==> src/rtl/wave_capture_settle_detector_defines.svh <==
// Assertion macros for the wave capture settle detector.
// Used by the top level; expects clk_i and rst_ni in the including scope.
`ifndef WAVE_CAPTURE_SETTLE_DETECTOR_DEFINES_SVH
`define WAVE_CAPTURE_SETTLE_DETECTOR_DEFINES_SVH

// Same-cycle implication, checked on every clock edge outside reset
`define WCSD_ASSERT_NOW(lbl, ante, cons, msg) \
  lbl: assert property (@(posedge clk_i) disable iff (!rst_ni) (ante) |-> (cons)) \
    else $error(msg);

// Next-cycle implication, checked on every clock edge outside reset
`define WCSD_ASSERT_NEXT(lbl, ante, cons, msg) \
  lbl: assert property (@(posedge clk_i) disable iff (!rst_ni) (ante) |=> (cons)) \
    else $error(msg);

`endif

==> src/rtl/wcsd_pkg.sv <==
// Shared types and constants of the wave capture settle detector.
// No dependencies; every other file but the defines header imports it.
package wcsd_pkg;

  localparam int SampleW = 16;
  localparam int CountW  = 10;
  localparam int RunW    = 8;
  localparam int ThreshW = 16;
  localparam int LimitW  = 10;
  localparam int AddrW   = 4;
  localparam int DataW   = 32;

  // register reset values
  localparam logic [ThreshW-1:0] THRESH_RST = 16'd40;
  localparam logic [RunW-1:0]    SETTLE_RST = 8'd16;
  localparam logic [LimitW-1:0]  LIMIT_RST  = 10'd512;

  // quiet run saturates here
  localparam logic [RunW-1:0] RUN_MAX = 8'd255;

  typedef enum logic {
    OP_START  = 1'b0,
    OP_SAMPLE = 1'b1
  } wcsd_op_e;

  // register index, taken from paddr[3:2]
  typedef enum logic [1:0] {
    REG_THRESHOLD = 2'd0,
    REG_SETTLE    = 2'd1,
    REG_LIMIT     = 2'd2
  } wcsd_reg_e;

  // control of one window cell
  typedef struct packed {
    logic clear;
    logic shift;
  } wcsd_cell_ctl_t;

  // one result transaction
  typedef struct packed {
    logic [CountW-1:0] sample_count;
    logic              wave_end;
    logic              buffer_full;
    logic              capture_active;
  } wcsd_res_t;

endpackage

==> src/rtl/wcsd_cell.sv <==
// One window cell: holds one sample and passes it to the next cell on shift.
// Depends on wcsd_pkg.
module wcsd_cell import wcsd_pkg::*; (
  input  logic                      clk_i,
  input  wcsd_cell_ctl_t            ctl_i,
  input  logic signed [SampleW-1:0] data_i,
  output logic signed [SampleW-1:0] data_o
);

  logic signed [SampleW-1:0] data_q, data_d;

  // clear wins over shift
  always_comb begin
    data_d = data_q;
    if (ctl_i.clear) begin
      data_d = '0;
    end else if (ctl_i.shift) begin
      data_d = data_i;
    end
  end

  always_ff @(posedge clk_i) begin
    data_q <= data_d;
  end

  assign data_o = data_q;

endmodule

==> config.mk <==
export PLATFORM = sky130hd
export DESIGN_NAME = wcsd_cell
export DESIGN_NICKNAME = d
export VERILOG_FILES = /design/src/rtl/wave_capture_settle_detector_defines.svh /design/src/rtl/wcsd_pkg.sv /design/src/rtl/wcsd_cell.sv
export SDC_FILE = /design/constraint.sdc
export NUM_CORES = 1
export LEC_CHECK = 0
export BUFFER_PORTS_ARGS = -buffer_cell sky130_fd_sc_hd__clkbuf_2
export CELL_PAD_IN_SITES_DETAIL_PLACEMENT = 1
export CELL_PAD_IN_SITES_GLOBAL_PLACEMENT = 1
export CORE_ASPECT_RATIO = 0.8
export CORE_MARGIN = 3
export CORE_UTILIZATION = 31
export DETAILED_ROUTE_END_ITERATION = 7
export PLACE_DENSITY_LB_ADDON = 0.2
export SLEW_MARGIN = 20
export SYNTH_ARGS = -nofsm -noshare
export SYNTH_HDL_FRONTEND = slang
export SYNTH_SLANG_ARGS = --single-unit
==> constraint.sdc <==
create_clock -name clk_i -period 1.2 [get_ports clk_i]
set_clock_uncertainty 0.1 [all_clocks]
set_input_delay 0.12 -clock clk_i [delete_from_list [all_inputs] [get_ports clk_i]]
set_output_delay 0.12 -clock clk_i [all_outputs]
set_load 0.005 [all_outputs]
* Word-level counts from Yosys, hierarchy flattened
Cells that the tools add are included.
** Word-level totals
- Flip-flop bits (word level) :: 16
- Output and inout bits :: 16
- Logic and storage cells :: 1
- Bits of input ports :: 19

* Longest topological paths before layout
Gate-level depths: netlist of the first run.
- Depth in word-level cells :: 0
- Gate-level depth with buffers :: 4
- Gate-level depth less buffers :: 2

* Worst setup path before layout of the first run
OpenSTA, ideal clock, no wires.
- Path type :: input to register
- From :: input ctl_i[0] (netlist name)
- To :: register data_q[10], in the netlist data_o[10]
- Data required time :: 983 ps
- Arrival time :: 585 ps
- Buffers on the path :: 2
- Stages on the path :: 4
- Library setup time :: 117 ps
- Path slack :: 398 ps
- Cells stage by stage :: buf_6 > buf_12 > mux2i_1 > nor2_1
** RTL lines
- start: declaration :: line wcsd_cell.sv:5 : input wcsd_cell_ctl_t ctl_i,
- end signal: assignment :: line wcsd_cell.sv:23 : data_q <= data_d;
- end: declaration :: line wcsd_cell.sv:10 : logic signed [SampleW-1:0] data_q, data_d;

* Worst setup path in the final report of the first run
- From :: register data_q[9], in the netlist data_o[9]
- To :: output data_o[9]
** RTL lines
- end: declaration :: line wcsd_cell.sv:7 : output logic signed [SampleW-1:0] data_o
No word-level cell between the ends.

==> results.sh, run 1 <==
export IMPL_grtUsageMet1_pct=14.11
export IMPL_gr_usage_met2_pct=25.30
export IMPL_worstPathCellList="clkbuf_2"
export IMPL_max_freq_ghz=1.043
export IMPL_ys_types=7
export IMPL_use_met3_pct=4.950
export IMPL_wl_mm=1.412
export IMPL_required_ns=0.98
export IMPL_grt_pass1_vias=537
export IMPL_post_cts_buffers=0
export IMPL_hold_class="in -> reg"
export IMPL_fin_total_pwr_w=0.001023
export IMPL_final_setup_tns_ns=0
export IMPL_drt_iter0_drc=1
export IMPL_cpMaxStageDelayCell="dfxtp_1"
export IMPL_cap_violations=0
export IMPL_syn_area_um2=580.6
export IMPL_synth_compound_area_share_pct=0
export IMPL_drc=0
export IMPL_fp_dieArea_um2=2431
export IMPL_dieHeight_um=44.71
export IMPL_p_leak_nw=0.4922
export IMPL_syn_to_final_growth_pct=62.07
export IMPL_critPathKind="reg -> out"
export IMPL_yosysSeqAreaShare_pct=55.17
export IMPL_final_cell_mix="clkbuf_2, mux2i_1, nor2_1, dfxtp_1, dlygate4sd3_1"
export IMPL_io_pins=35
export IMPL_n_antenna_cell=0
export IMPL_start_util_pct=34.32
export IMPL_rows=13
export IMPL_largest_reg_flops=16
export IMPL_grt_pass1_wl_mm=2.380
export IMPL_status="finished, final reports clean"
export IMPL_max_slew_worst_pin_slew_ns=0.3077
export IMPL_arrival_ns=0.74
export IMPL_drt_wirelength_per_cell_um=11.39
export IMPL_cts_tree="built"
export IMPL_cts_sinks=16
export IMPL_synth_warnings=0
export IMPL_clock_path_buffers=2
export IMPL_clk_latency_ns=0.28
export IMPL_numPortBuffers=34
export IMPL_rsz0062_at_grt="no"
export IMPL_syn_inst=52
export IMPL_cp_end_kind="output pin"
export IMPL_ir_worst_vdd_mv=0.8357
export IMPL_via_count=532
export IMPL_clock_root_buffer="clkbuf_4"
export IMPL_dp_hpwl_um=913.8
export IMPL_synth_top_family_by_area="multiplexers"
export IMPL_synthAdderAreaFrac_pct=0
export IMPL_ant_nets=0
export IMPL_crit_buf_inv=1
export IMPL_dr_pass1_iters=2
export IMPL_path_clk_slew_ns=0.08
export IMPL_final_common_cell="clkbuf_2"
export IMPL_core_um2=1692
export IMPL_hold_viol=0
export IMPL_muxShareOfSynthArea_pct=27.59
export IMPL_ys_ff_latch=16
export IMPL_dieWidth_um=54.39
export IMPL_setup_viol=0
export IMPL_drv_slew=0
export IMPL_max_stage_delay_ns=0.34
export IMPL_syn_nets=71
export IMPL_synth_simple_gate_area_share_pct=10.34
export IMPL_min_period_over_period_pct=79.92
export IMPL_fin_crit_ns=0.9590
export IMPL_final_nets=123
export IMPL_slew_headroom_pct=79.49
export IMPL_crit_path_start_kind="flip-flop"
export IMPL_cp_max_fo=2
export IMPL_synth_xor_area_share_pct=0
export IMPL_grt_ovfl_total=0
export IMPL_drive_gt1_share_pct=37.25
export IMPL_cellPowerDensity_nw_per_um2=1087
export IMPL_grt_max_degree=17
export IMPL_grt_busiest_layer="met2"
export IMPL_vias_per_cell=4.290
export IMPL_antenna_found_initial=0
export IMPL_track_usage_pct=13.69
export IMPL_postSynthAreaPerCell_um2=11.16
export IMPL_htreeDepth=1
export IMPL_numCtsBuffers=3
export IMPL_gp_congestion=0.5786
export IMPL_crit_family="flip-flops"
## cell usage after synthesis (all sizes together)
library cell / n / share of area, %
nor2: 16 / 10
dfxtp: 16 / 55
buf: 4 / 6.9
mux2i: 16 / 28
## final cells by class
type | count | area, um2
multi-input cells | 32 | 220.2
repair buffers | 51 | 350.3
fillers | 202 | 750.7
clock buffers | 3 | 22.52
flip-flops and latches | 16 | 320.3
well taps | 22 | 27.53
## stage by stage
stage	hold slack, ns	instances	instance area (um2)	worst slack, ns	util [%]
after floorplan	0.1672	52	580.6	0.3976	-
after global placement	0.2575	105	758.2	0.3354	44.82
after detailed placement	0.2682	105	758.2	0.3049	44.82
after CTS	0.1317	124	940.9	0.2241	55.62
after global routing	0.1439	124	940.9	0.1893	55.62
final	0.1343	124	940.9	0.2410	55.62
## final timing paths
| path | from | to | slack (ns) | depth (start not counted) |
|---|---|---|---|---|
| setup / recovery | data_o[9] | data_o[9] | 0.24 | 1 |
| hold / removal | ctl_i[1] | data_o[0] | 0.13 | 2 |
| setup reg to reg | data_o[9] | data_o[9] | 0.47 | 2 |
| hold reg to reg | data_o[4] | data_o[4] | 0.40 | 2 |
## timing repair
action,in CTS,in global routing
endpoints found under the setup margin,0,0
gates resized for setup,0,0
hold buffers,16,0
endpoints found under the hold margin,16,0
## where the power goes
part / internal [W] / switching [W] / leakage, nW / total [W]
sequential: 0.000562 / 0.0000157 / 0.132 / 0.000578
clock: 0.000116 / 0.000148 / 0.0138 / 0.000265
combinational: 0.000111 / 0.0000688 / 0.346 / 0.000180
## cells by family after synthesis
group,Yosys count
flip-flops,16
AND/OR/NAND/NOR,16
buffers and inverters,4
multiplexers,16
## metal layers
| metal | vias up | part of all wire, % |
|---|---|---|
| met5 | - | 0 |
| met4 | 0 | 0.85 |
| met2 | 13 | 55 |
| li1 | 274 | - |
| met1 | 243 | 39 |
| met3 | 2 | 5.5 |
Note: power is estimated with default switching activity, not from simulation.
==> run 2, diff against run 1 <==
--- a/config.mk
+++ b/config.mk
@@ -5,12 +5,13 @@
 export SDC_FILE = /design/constraint.sdc
 export NUM_CORES = 1
 export LEC_CHECK = 0
+export ABC_AREA = 1
 export BUFFER_PORTS_ARGS = -buffer_cell sky130_fd_sc_hd__clkbuf_2
 export CELL_PAD_IN_SITES_DETAIL_PLACEMENT = 1
 export CELL_PAD_IN_SITES_GLOBAL_PLACEMENT = 1
 export CORE_ASPECT_RATIO = 0.8
 export CORE_MARGIN = 3
-export CORE_UTILIZATION = 31
+export CORE_UTILIZATION = 28
 export DETAILED_ROUTE_END_ITERATION = 7
 export PLACE_DENSITY_LB_ADDON = 0.2
 export SLEW_MARGIN = 20
==> constraint.sdc (replaced) <==
create_clock -name clk_i -period 1 [get_ports clk_i]
set_clock_uncertainty 0.1 [all_clocks]
set_input_delay 0.1 -clock clk_i [delete_from_list [all_inputs] [get_ports clk_i]]
set_output_delay 0.1 -clock clk_i [all_outputs]
set_load 0.005 [all_outputs]
==> results.sh, run 2 <==
export IMPL_status="finished with violations"
export IMPL_violations="negative hold slack"
export IMPL_cap_violations=0
export IMPL_path_clk_slew_ns=0.10
export IMPL_drt_iter0_drc=17
export IMPL_cts_tree="built"
export IMPL_rsz0062_at_grt="no"
export IMPL_min_period_over_period_pct=94.85
export IMPL_ys_types=7
export IMPL_max_stage_delay_ns=0.35
export IMPL_ys_ff_latch=16
export IMPL_largest_reg_flops=16
export IMPL_grt_pass1_wl_mm=3.222
export IMPL_dr_pass1_iters=2
export IMPL_crit_path_start_kind="flip-flop"
export IMPL_cts_sinks=16
export IMPL_worstPathCellList="clkbuf_2"
export IMPL_drt_wirelength_per_cell_um=10.72
export IMPL_drive_gt1_share_pct=37.50
export IMPL_clock_root_buffer="clkbuf_4"
export IMPL_placedInstanceArea_um2=865.8
export IMPL_synthFlopType="dfxtp_1"
export IMPL_dp_hpwl_mm=1.268
export IMPL_yosysSeqAreaShare_pct=47.76
export IMPL_max_slew_worst_pin_slew_ns=0.1378
export IMPL_via_count=727
export IMPL_syn_inst=101
export IMPL_gp_congestion=0.6574
export IMPL_synth_top_cells_by_area="dfxtp_1, nand2_1, nor2_1, inv_1, buf_6"
export IMPL_ir_worst_vdd_mv=0.6402
export IMPL_htreeDepth=1
export IMPL_synth_commonest_cells="nand2_1, nor2_1, inv_1"
export IMPL_timing_hold_ws_ns=-0.001711
export IMPL_synth_edf_count=0
export IMPL_grt_ovfl_total=0
export IMPL_hold_viol=1
export IMPL_max_freq_ghz=1.054
export IMPL_grt_pass1_vias=738
export IMPL_cp_max_fo=2
export IMPL_async_reset_ff_share_pct=0
export IMPL_fp_dieArea_um2=3022
export IMPL_required_ns=0.80
export IMPL_postLayoutCellArea_um2=1060
export IMPL_slew_headroom_pct=90.81
export IMPL_setup_ws_ns=0.05155
export IMPL_cellPowerDensity_nw_per_um2=1330
export IMPL_synth_warnings=0
export IMPL_wl_mm=1.897
export IMPL_final_nets=172
export IMPL_synth_most_common_cell="nand2_1"
export IMPL_track_usage_pct=14.20
export IMPL_dieHeight_um=49.78
export IMPL_start_util_pct=30.28
export IMPL_numCtsBuffers=3
export IMPL_synth_top_area_cell="dfxtp_1"
export IMPL_dieWidth_um=60.72
export IMPL_drc=0
export IMPL_final_cell_mix="clkbuf_2, nand2_1, nor2_1"
export IMPL_cp_end_kind="output pin"
export IMPL_drv_slew=0
export IMPL_arrival_ns=0.75
export IMPL_setup_viol=0
export IMPL_post_cts_buffers=0
export IMPL_crit_buf_inv=1
export IMPL_rows=15
export IMPL_syn_area_um2=670.6
export IMPL_final_setup_tns_ns=0
export IMPL_critPathKind="reg -> out"
export IMPL_cpMaxStageDelayCell="dfxtp_2"
export IMPL_clk_latency_ns=0.29
export IMPL_crit_family="flip-flops"
export IMPL_synth_top_area_share_pct=47.76
export IMPL_final_common_cell="clkbuf_2"
export IMPL_core_um2=2215
export IMPL_io_pins=35
export IMPL_clock_path_buffers=2
export IMPL_numPortBuffers=34
export IMPL_postSynthAreaPerCell_um2=6.640
export IMPL_fin_crit_ns=0.9485
export IMPL_antenna_found_initial=0
export IMPL_vias_per_cell=4.107
export IMPL_ant_nets=0
export IMPL_dp_slack_ns=0.2128
export IMPL_n_fill_cell=294
export IMPL_p_leak_nw=0.6199
export IMPL_syn_to_final_growth_pct=58.02
export IMPL_syn_nets=120
export IMPL_grt_max_degree=33
export IMPL_hold_class="in -> reg"
export IMPL_n_antenna_cell=0
==> run 2: cell count changes after synthesis, sizes merged <==
cell	previous run	this run
mux2i	16	0
nand2	0	32
nor2	16	32
inv	0	17
==> run 2: kinds of logic (layout without fill, tap and decap cells) <==
| group | after synthesis | after routing | synth area share [%] |
|---|---|---|---|
| buffers and inverters | 21 | 72 | 15.67 |
| flip-flops | 16 | 16 | 47.76 |
| AND/OR/NAND/NOR | 64 | 64 | 36.57 |
==> run 2: final timing paths <==
check,from,to,cells past startpoint,slack [ns]
worst max-delay path,data_o[14],data_o[14],1,0.05
worst min-delay path,data_i[10],data_o[10],5,-0.002
worst max register to register,data_o[4],data_o[4],2,0.31
worst min register to register,data_o[10],data_o[10],2,0.38
==> run 2: layout make-up <==
type                       instances  area, um2  share of cell area [%]
timing repair buffer              51      345.3                   32.59
sequential                        16      337.8                   31.88
multi-input combinational         64      245.2                   23.14
inverter                          17      63.81                   6.021
clock buffer                       4      36.28                   3.424
tap                               25      31.28                   2.952
==> run 2: layer usage <==
| metal | up-vias | part of all wire, % | wire length [um] | track usage, % |
|---|---|---|---|---|
| met5 | - | 0 | 0 | 0 |
| met4 | 0 | 0.42 | 8 | 3.249 |
| met3 | 2 | 7.2 | 136 | 5.497 |
| met2 | 22 | 52 | 995 | 24.38 |
| met1 | 319 | 40 | 756 | 16.30 |
| li1 | 384 | - | - | - |
==> run 2: power by group <==
group	internal (W)	total [W]	switching [W]
sequential	0.000689	0.000712	0.0000226
combinational	0.000141	0.000259	0.000119
clock	0.000222	0.000439	0.000217
total	0.00105	0.00141	0.000358
==> run 2: metrics by stage <==
stage	cells	power (W)	utilization, %
2_1_floorplan	101	0.0008328	-
3_3_place_gp	159	0.0009256	39.10
3_5_place_dp	159	0.0009378	39.10
4_1_cts	177	0.001424	47.06
5_1_grt	177	0.001518	47.85
6_report	177	0.001410	47.85
==> run 2: tightest hold or removal path: stages <==
cell,delay (ns)
clkbuf_2,0.08
inv_1,0.05
nand2_1,0.05
nand2_1,0.05
nor2_1,0.03
==> run 2: repair_timing <==
item | CTS | global route
resized for setup | 0 | 14
endpoints found under the hold margin | 14 | 0
hold buffers | 14 | 0
setup endpoints to repair | 0 | 14
