[config.mk]
export PLATFORM = sky130hd
export DESIGN_NAME = wcsd_out_buf
export DESIGN_NICKNAME = d
export VERILOG_FILES = /design/src/rtl/wave_capture_settle_detector_defines.svh /design/src/rtl/wcsd_pkg.sv /design/src/rtl/wcsd_out_buf.sv
export SDC_FILE = /design/constraint.sdc
export NUM_CORES = 1
export LEC_CHECK = 0
export BUFFER_PORTS_ARGS = -buffer_cell sky130_fd_sc_hd__buf_2
export CORE_MARGIN = 3
export CORE_UTILIZATION = 45
export CTS_BUF_LIST = sky130_fd_sc_hd__clkbuf_4 sky130_fd_sc_hd__clkbuf_8 sky130_fd_sc_hd__clkbuf_16
export DETAILED_ROUTE_END_ITERATION = 6
export GPL_ROUTABILITY_DRIVEN = 0
export PLACE_DENSITY = 0.79
export SLEW_MARGIN = 40
export SYNTH_ARGS = -nofsm -noshare
export SYNTH_HDL_FRONTEND = slang
export SYNTH_SLANG_ARGS = --single-unit
[constraint.sdc]
create_clock -name clk_i -period 2.05 [get_ports clk_i]
set_input_delay 0.1025 -clock clk_i [delete_from_list [all_inputs] [get_ports clk_i]]
set_output_delay 0.1025 -clock clk_i [all_outputs]
set_load 0.1 [all_outputs]
[src/rtl/wave_capture_settle_detector_defines.svh]
// Assertion macros for the wave capture settle detector.
// Used by the top level; expects clk_i and rst_ni in the including scope.
`ifndef WAVE_CAPTURE_SETTLE_DETECTOR_DEFINES_SVH
`define WAVE_CAPTURE_SETTLE_DETECTOR_DEFINES_SVH

// Same-cycle implication, checked on every clock edge outside reset
`define WCSD_ASSERT_NOW(lbl, ante, cons, msg) \
  lbl: assert property (@(posedge clk_i) disable iff (!rst_ni) (ante) |-> (cons)) \
    else $error(msg);

// Next-cycle implication, checked on every clock edge outside reset
`define WCSD_ASSERT_NEXT(lbl, ante, cons, msg) \
  lbl: assert property (@(posedge clk_i) disable iff (!rst_ni) (ante) |=> (cons)) \
    else $error(msg);

`endif

[src/rtl/wcsd_pkg.sv]
// Shared types and constants of the wave capture settle detector.
// No dependencies; every other file but the defines header imports it.
package wcsd_pkg;

  localparam int SampleW = 16;
  localparam int CountW  = 10;
  localparam int RunW    = 8;
  localparam int ThreshW = 16;
  localparam int LimitW  = 10;
  localparam int AddrW   = 4;
  localparam int DataW   = 32;

  // register reset values
  localparam logic [ThreshW-1:0] THRESH_RST = 16'd40;
  localparam logic [RunW-1:0]    SETTLE_RST = 8'd16;
  localparam logic [LimitW-1:0]  LIMIT_RST  = 10'd512;

  // quiet run saturates here
  localparam logic [RunW-1:0] RUN_MAX = 8'd255;

  typedef enum logic {
    OP_START  = 1'b0,
    OP_SAMPLE = 1'b1
  } wcsd_op_e;

  // register index, taken from paddr[3:2]
  typedef enum logic [1:0] {
    REG_THRESHOLD = 2'd0,
    REG_SETTLE    = 2'd1,
    REG_LIMIT     = 2'd2
  } wcsd_reg_e;

  // control of one window cell
  typedef struct packed {
    logic clear;
    logic shift;
  } wcsd_cell_ctl_t;

  // one result transaction
  typedef struct packed {
    logic [CountW-1:0] sample_count;
    logic              wave_end;
    logic              buffer_full;
    logic              capture_active;
  } wcsd_res_t;

endpackage

[src/rtl/wcsd_out_buf.sv]
// Two-entry result buffer: output register plus skid register.
// Depends on wcsd_pkg for the result type.
module wcsd_out_buf import wcsd_pkg::*; (
  input  logic      clk_i,
  input  logic      rst_ni,
  input  logic      push_i,
  input  wcsd_res_t data_i,
  output logic      ready_o,
  output logic      valid_o,
  output wcsd_res_t data_o,
  input  logic      ready_i
);

  logic      out_valid_q, out_valid_d;
  logic      skid_valid_q, skid_valid_d;
  wcsd_res_t out_q, out_d;
  wcsd_res_t skid_q, skid_d;

  // pop first, then place the new transaction in the first free slot
  always_comb begin
    out_valid_d  = out_valid_q;
    skid_valid_d = skid_valid_q;
    out_d        = out_q;
    skid_d       = skid_q;
    if (out_valid_q && ready_i) begin
      if (skid_valid_q) begin
        out_d        = skid_q;
        skid_valid_d = 1'b0;
      end else begin
        out_valid_d = 1'b0;
      end
    end
    if (push_i) begin
      if (!out_valid_d) begin
        out_d       = data_i;
        out_valid_d = 1'b1;
      end else begin
        skid_d       = data_i;
        skid_valid_d = 1'b1;
      end
    end
  end

  always_ff @(posedge clk_i or negedge rst_ni) begin
    if (!rst_ni) begin
      out_valid_q  <= 1'b0;
      skid_valid_q <= 1'b0;
    end else begin
      out_valid_q  <= out_valid_d;
      skid_valid_q <= skid_valid_d;
    end
  end

  always_ff @(posedge clk_i) begin
    out_q  <= out_d;
    skid_q <= skid_d;
  end

  assign ready_o = !skid_valid_q;
  assign valid_o = out_valid_q;
  assign data_o  = out_q;

endmodule
======== After elaboration in Yosys (flattened, before gate mapping) ========
Index checks and enable logic that the tools add are counted.
word-level totals
  register bits after elaboration ......... 28
  latch bits .............................. 0
  RAM bits ................................ 0
  memory bits (read-only) ................. 0
  output and inout bits ................... 15
  logic and storage cells ................. 23
  memories kept ........................... 0
operators by class
  add/sub/neg operators ................... 0
  multiply operators ...................... 0
  divide/modulo/power cells ............... 0
  $lt $le $gt $ge ......................... 0
  eq/ne operators ......................... 0
  shift-type cells ........................ 0
  mux-type cells .......................... 10
  bitwise operators ....................... 0
  reduce and logical (&&, ||, !) cells .... 3
operators with widths
  cell                 number
  $mux W13             4
  $mux W1              6
  $reduce_and A2 Y1    1
  $logic_and A1 B1 Y1  1
  $logic_not A1 Y1     1

======== Depth between registers and ports, before layout ========
Gate-level depths: netlist (run 1).
  depth after elaboration ................. 4
  depth in mapped cells ................... 5

======== Worst setup path before layout (run 1) ========
No wires, ideal clock.
  path kind ............................... reg-to-reg
  start ................................... register out_valid_q (netlist: valid_o)
  end ..................................... register skid_q[0] (netlist bit), enable pin
  library setup time ...................... 324 ps
  data arrival time ....................... 1724 ps
  data required time ...................... 1726 ps
  path slack .............................. 2 ps
  stages on the path, launching flop included .. 4
  buffers on the path ..................... 2
  period minus slack after synthesis ...... 2048 ps
  cell sequence ........................... dfrtp_1 -> clkbuf_8 -> buf_6 -> and3_2
on the way
  cells in the longest elaborated chain, start to end .. 3
  elaborated cells on any way between the ends .. 4
ends and longest elaborated chain
  element                                         line                                    RTL
  start, declared                                 wcsd_out_buf.sv:14                      logic out_valid_q, out_valid_d;
  start signal, assigned                          wcsd_out_buf.sv:49                      out_valid_q <= out_valid_d;
  $mux W1 or $logic_and A1 B1 Y1 (tied branches)  wcsd_out_buf.sv:26, wcsd_out_buf.sv:25
  $mux W1 (*)                                     wcsd_out_buf.sv:25                      if (out_valid_q && ready_i) begin
  $reduce_and A2 Y1 (no line) (*)                 n/a
  end signal, assigned                            wcsd_out_buf.sv:56                      skid_q <= skid_d;
  end, declared                                   wcsd_out_buf.sv:17                      wcsd_res_t skid_q, skid_d;
Every way passes the cells marked *; elsewhere a longest branch is shown, timed or not.
A chain may end at the register's enable or synchronous reset.

==> impl_metrics.py, run 1 <==
metrics = {
    "clock_network": {
        "clock-sinks": 28,
        "cts_tree": "done",
        "numCtsBuffers": 3,
        "cts-htree-levels": 1,
        "cts_setup_buffers": 0,
        "clk_pin_slew_ps": 140,
        "clockBufferDepth": 2,
        "clock_latency_ps": 320,
        "hold_buffers": 14,
        "root_buffer": "clkbuf_4",
        "cts_resized": 0,
    },
    "floorplan": {
        "fp.dieH_um": 58.4,
        "dieArea_um2": 3410,
        "coreArea_um2": 2540,
        "start_util_pct": 48.6,
        "fp-row-count": 18,
        "boundaryPins": 32,
        "fp.dieW_um": 58.4,
    },
    "timing": {
        "hold_viol": 0,
        "setup-violations-final": 0,
        "rsz0062_at_grt": "false",
        "finalCritPeriodShare_pct": 73.1,
        "relSlewSlack_pct": 64.3,
        "fmax_mhz": 667,
        "finalSetupTns_ps": 0,
        "whs_ps": 22.6,
        "tightest_slew_ps": 534,
        "fin_skew_ps": 3.76,
        "maxSlewViolCount": 0,
        "postLayoutSetupSlackWorst_ps": 551,
        "min_period_ps": 1500,
    },
    "global_routing": {
        "grt_overflow": 0,
        "grt_max_degree": 18,
        "grt_pass1_vias": 982,
        "grt_pass1_wl_um": 4350,
        "antenna_found_initial": 0,
        "grt_usage_pct": 16.3,
    },
    "power_and_ir_drop": {
        "p_clk_share_pct": 12.2,
        "sequentialPowerShare_pct": 39.7,
        "switching_share_pct": 50.3,
        "switchingPower_mw": 0.951,
        "p_leak_nw": 0.649,
        "powerDensity_nw_per_um2": 1250,
        "p_int_mw": 0.941,
        "ir_drop_mv": 0.827,
        "pwr-share-comb_pct": 48.1,
        "power_mw": 1.89,
    },
    "place": {
        "dp_slack_ps": 575,
        "placement.cell_area_um2": 1350,
        "dpl.hpwl_um": 1830,
        "io_buffers": 31,
        "place_inst": 154,
    },
    "route": {
        "num_vias": 917,
        "first_pass_iters": 4,
        "wl_per_cell_um": 15.2,
        "vias_per_cell": 5.33,
        "drt-total-wl_um": 2610,
        "drtAntennaViolNets": 0,
        "first_iter_violations": 26,
        "drc": 0,
    },
    "logic_synthesis": {
        "syn_nets": 115,
        "synthDistinctLibCells": 18,
        "syn_inst": 98,
        "avgSynthCellArea_um2": 12.6,
        "yosysSeqAreaShare_pct": 56.7,
        "ys_ff_latch": 28,
        "yosys_warnings": 0,
        "syn_area_um2": 1240,
    },
    "run_status": {
        "status": "completed",
    },
    "setup_path": {
        "crit_path_cell_trace": "buf_4, a21boi_4, a221oi_1",
        "cp_data_arrival_time_ps": 1690,
        "max_stage_delay_ps": 480,
        "cp_num_buf_inv": 1,
        "slowest_stage": "dfrtp_1",
        "cp-start-kind": "flop",
        "path_class": "flop to flop",
        "endpoint_kind": "flop",
        "path_delay_family": "compound AO/OA/AOI/OAI gates",
        "crit_fanout": 13,
        "critical_path_required_ps": 2240,
    },
    "cells_and_area": {
        "drive_gt1_share_pct": 35.9,
        "utilization_pct": 59.5,
        "fin_cells": 172,
        "layout.nets": 160,
        "antenna_cells": 0,
        "fill_cells": 218,
        "area_growth_pct": 22.6,
        "fin_area_um2": 1520,
    },
    "min_path": {
        "min_path_type": "input pin to flop",
    },
    "run": {
        "maxCapViolCount": 0,
    },
}
-- worst paths after layout --
kind	startpoint	depth (start not counted)	slack (ps)	endpoint
worst max register to register	valid_o	3	550	data_o[0]
worst min-delay path	push_i	2	20	valid_o
max in group asynchronous	rst_ni	2	1890	skid_valid_q
worst max-delay path	valid_o	3	550	data_o[0]
min in group asynchronous	rst_ni	2	70	valid_o
worst min register to register	data_o[8]	2	550	data_o[8]
-- kinds of logic after synthesis --
family,after synthesis,share of synthesized area (%)
AOI/OAI and AO/OA,31,24.6
DFF,28,56.7
buffers and inverters,21,11.9
and+or+nand+nor,18,6.78
-- routing by layer --
metal	track usage (%)	up-vias	share of wire (%)
met5	0	-	0
met2	28.5	19	52
li1	-	450	-
met4	4.97	0	0.57
met1	20.2	446	44
met3	2.85	2	4.0
-- cells in the final DEF, fill, tap and decap left out, types with 2 or more instances in the layout --
cell           netlist  routed
buf_2                0      31
a221oi_1             3       3
inv_1               14      14
a221oi_2            10      10
nand2_1              2       2
clkbuf_4             0       3
nor2_1              13      13
buf_4                0       2
a21o_2               2       2
dfxtp_1             13      13
o22ai_1             13      13
edfxtp_1            13      13
a21oi_1              2       2
dfrtp_1              2       2
dlygate4sd3_1        0      14
-- power groups by stage --
| stage | combinational (mW) | clock [mW] | sequential [mW] |
|---|---|---|---|
| after floorplan | 0.246 | 0 | 1.29 |
| after global placement | 0.875 | 0 | 0.760 |
| after detailed placement | 0.893 | 0 | 0.763 |
| after CTS | 0.913 | 0.235 | 0.751 |
| after global routing | 0.946 | 0.252 | 0.762 |
| final | 0.910 | 0.230 | 0.752 |
-- synthesized netlist by cell type, drive strengths merged --
cell type	count	area, µm²
buf	4	53.8
and3	1	7.51
inv	14	52.6
o22ai	13	81.3
dfrtp	2	50.1
clkbuf	3	41.3
a21oi	2	10.0
a21boi	1	18.8
nor2	13	48.8
a21o	2	17.5
a221oi	13	176
nand2	2	7.51
dfxtp	13	260
nand2b	2	20.0
edfxtp	13	390
-- state kept, by name, indices dropped and copies added, names as in the netlist --
register	flops
data_o	13
skid_q	13
skid_valid_q	1
valid_o	1
-- final cells by class --
class                      count  area [µm²]  area share (%)
timing repair buffer          47         310            20.5
multi-input combinational     49         388            25.6
inverter                      14        52.6            3.47
clock inverter                 1        3.75           0.248
clock buffer                   3        22.5            1.49
sequential                    28         701            46.2
tap                           30        37.5            2.48
-- worst reg2reg max path: cells and delay by family, from the launching register on --
kind	cells	cell delay, ps
AO/OA/AOI/OAI	2	670
buffers and inverters	1	220
flip-flops	1	480
Note: power is estimated with default switching activity, not from simulation.
==> run 2: changes to the inputs <==
--- a/config.mk
+++ b/config.mk
@@ -5,13 +5,14 @@
 export SDC_FILE = /design/constraint.sdc
 export NUM_CORES = 1
 export LEC_CHECK = 0
+export ABC_AREA = 1
 export BUFFER_PORTS_ARGS = -buffer_cell sky130_fd_sc_hd__buf_2
 export CORE_MARGIN = 3
 export CORE_UTILIZATION = 45
 export CTS_BUF_LIST = sky130_fd_sc_hd__clkbuf_4 sky130_fd_sc_hd__clkbuf_8 sky130_fd_sc_hd__clkbuf_16
 export DETAILED_ROUTE_END_ITERATION = 6
 export GPL_ROUTABILITY_DRIVEN = 0
-export PLACE_DENSITY = 0.79
+export PLACE_DENSITY = 0.81
 export SLEW_MARGIN = 40
 export SYNTH_ARGS = -nofsm -noshare
 export SYNTH_HDL_FRONTEND = slang
==> constraint.sdc (replaced) <==
create_clock -name clk_i -period 1.3 [get_ports clk_i]
set_input_delay 0.065 -clock clk_i [delete_from_list [all_inputs] [get_ports clk_i]]
set_output_delay 0.065 -clock clk_i [all_outputs]
set_load 0.1 [all_outputs]
==> run 2 against run 1 <==
Synthesized cell count increased by 41%; cell count up 30%; global-route usage is 2.7 points higher; first-iteration DRC count is 96% higher; synthesized area down 1.0%; largest cell class unchanged.
==> impl_metrics.py, run 2 <==
metrics = {
    "run_status": {
        "status": "completed",
    },
    "setup_path": {
        "cp-start-kind": "flop",
        "slowest_stage": "dfrtp_1",
        "path_delay_family": "flip-flops",
        "reg2reg_depth": 5,
        "crit_path_cell_trace": "inv_6, nand2_2, nand2_8, nor2_4, buf_4",
        "max_stage_delay_ps": 460,
        "cp_num_buf_inv": 2,
        "worst-path-stages": 5,
        "critical_path_required_ps": 1370,
        "crit_fanout": 6,
        "path_class": "flop to flop",
        "endpoint_kind": "flop",
        "cp_data_arrival_time_ps": 1330,
    },
    "floorplan": {
        "boundaryPins": 32,
        "fp.dieW_um": 58.1,
        "coreArea_um2": 2520,
        "dieArea_um2": 3380,
        "fp.dieH_um": 58.1,
        "start_util_pct": 48.5,
        "fp-row-count": 18,
    },
    "logic_synthesis": {
        "synth_top_area_share_pct": 31.9,
        "synth_top_family_by_area": "simple AND/OR/NAND/NOR gates",
        "syn_nets": 155,
        "yosysSeqAreaShare_pct": 57.3,
        "syn_inst": 138,
        "synth-edff-count": 13,
        "post_synth_main_area_contributors": "edfxtp_1 32%, dfxtp_1 21%, nand3_1 11%, inv_1 8.3%, nand2_1 8.3%",
        "synthMuxAreaShare_pct": 0,
        "avgSynthCellArea_um2": 8.87,
        "yosys_warnings": 0,
        "syn_area_um2": 1220,
        "synth_area_leader_cell": "edfxtp_1",
        "synth_xor_xnor_area_share_pct": 0,
        "synthArstFlopShare_pct": 7.14,
        "synth_compound_area_share_pct": 0.409,
        "ys_top_cells_by_count": "27 x inv_1, 27 x nand2_1, 27 x nand3_1",
        "synthAdderAreaFrac_pct": 0,
        "synthDistinctLibCells": 17,
        "ys_ff_latch": 28,
        "synth_top_flop_cell": "edfxtp_1",
        "synth-simple-area-share_pct": 29.1,
    },
    "power_and_ir_drop": {
        "power_mw": 3.80,
        "powerDensity_nw_per_um2": 2150,
        "ir_drop_mv": 1.48,
        "p_leak_nw": 0.893,
    },
    "clock_network": {
        "cts_tree": "done",
        "numCtsBuffers": 3,
        "clk_pin_slew_ps": 140,
        "root_buffer": "clkbuf_4",
        "clockBufferDepth": 2,
        "cts-htree-levels": 1,
        "clock_latency_ps": 340,
        "clock-sinks": 28,
    },
    "timing": {
        "whs_ps": 26.3,
        "min_period_ps": 1260,
        "tightest_slew_ps": 501,
        "maxSlewViolCount": 0,
        "rsz0062_at_grt": "false",
        "finalCritPeriodShare_pct": 97.3,
        "setup-violations-final": 0,
        "finalSetupTns_ps": 0,
        "hold_viol": 0,
        "fin_skew_ps": 11.0,
        "relSlewSlack_pct": 66.8,
        "fmax_mhz": 791,
    },
    "place": {
        "place_inst": 202,
        "dpl.hpwl_um": 1910,
        "io_buffers": 31,
    },
    "route": {
        "first_pass_iters": 4,
        "num_vias": 1113,
        "vias_per_cell": 4.97,
        "drt-total-wl_um": 2960,
        "drc": 0,
        "wl_per_cell_um": 13.2,
        "drtAntennaViolNets": 0,
        "first_iter_violations": 51,
    },
    "cells_and_area": {
        "drive_gt1_share_pct": 29.9,
        "layout_commonest_cell": "buf_2",
        "fin_cells": 224,
        "layout.nets": 212,
        "area_growth_pct": 44.6,
        "utilization_pct": 70.1,
        "final_cell_mix": "30 x buf_2, 27 x inv_1, 27 x nand2_1",
        "antenna_cells": 0,
    },
    "global_routing": {
        "grt_usage_pct": 19.0,
        "grt_pass1_vias": 1138,
        "grt_pass1_wl_um": 4890,
        "grt_overflow": 0,
        "antenna_found_initial": 0,
        "grt_max_degree": 17,
    },
    "run": {
        "maxCapViolCount": 0,
    },
    "min_path": {
        "min_path_type": "input pin to asynchronous set/reset pin",
    },
}
==> run 2: logic make-up (layout without fill, tap and decap cells) <==
kind of cell,Yosys count,in the layout
AOI/OAI and AO/OA,1,1
buffers and inverters,37,93
DFF,28,28
and+or+nand+nor,72,72
==> run 2: power by group <==
part	total [mW]	internal, mW	switching [mW]
combinational	2.01	0.442	1.57
clock	0.573	0.312	0.261
sequential	1.22	1.12	0.0913
==> run 2: repair_timing <==
| item | CTS | global route |
|---|---|---|
| hold buffers | 15 | 0 |
| hold endpoints to repair | 29 | 0 |
| buffers inserted | 2 | 0 |
| resized for setup | 0 | 6 |
| gates cloned | 0 | 1 |
| endpoints found under the setup margin | 1 | 13 |
==> run 2: area by class of cell <==
type	instances	area [µm²]
multi-input cells	73	392
clock buffers	3	22.5
flip-flops and latches	28	704
well taps	30	37.5
inverters	28	110
clock inverters	1	30.0
repair buffers	61	473
fillers	190	753
==> run 2: routing by layer <==
metal	vias up	share of wire (%)	routed length [µm]	global-route usage (%)
met5	-	0	0	0
met1	517	41	1220	22.8
met2	30	53	1580	34.5
met3	5	3.8	112	1.34
met4	0	1.6	48	8.28
li1	561	-	-	-
==> run 2: final timing paths <==
kind / start / endpoint / slack (ps)
setup / recovery: skid_valid_q / skid_q[0] / 40
hold / removal: rst_ni / valid_o / 30
setup reg to reg: skid_valid_q / skid_q[0] / 40
hold reg to reg: data_o[12] / data_o[12] / 560
max in group asynchronous: rst_ni / valid_o / 1170
min in group clk_i: ready_i / data_o[2] / 160
==> run 2: stage by stage <==
stage                     cell area [µm²]  worst slack [ps]
after floorplan                      1260              -197
after global placement               1520               107
after detailed placement             1520              82.2
after CTS                            1740              34.3
after global routing                 1770              14.7
final                                1770              35.1
==> run 2: worst reg2reg max path, stage by stage, from the launching register on <==
cell	delay [ps]
dfrtp_1	460
inv_6	40
nand2_2	100
nand2_8	80
nor2_4	180
buf_4	160
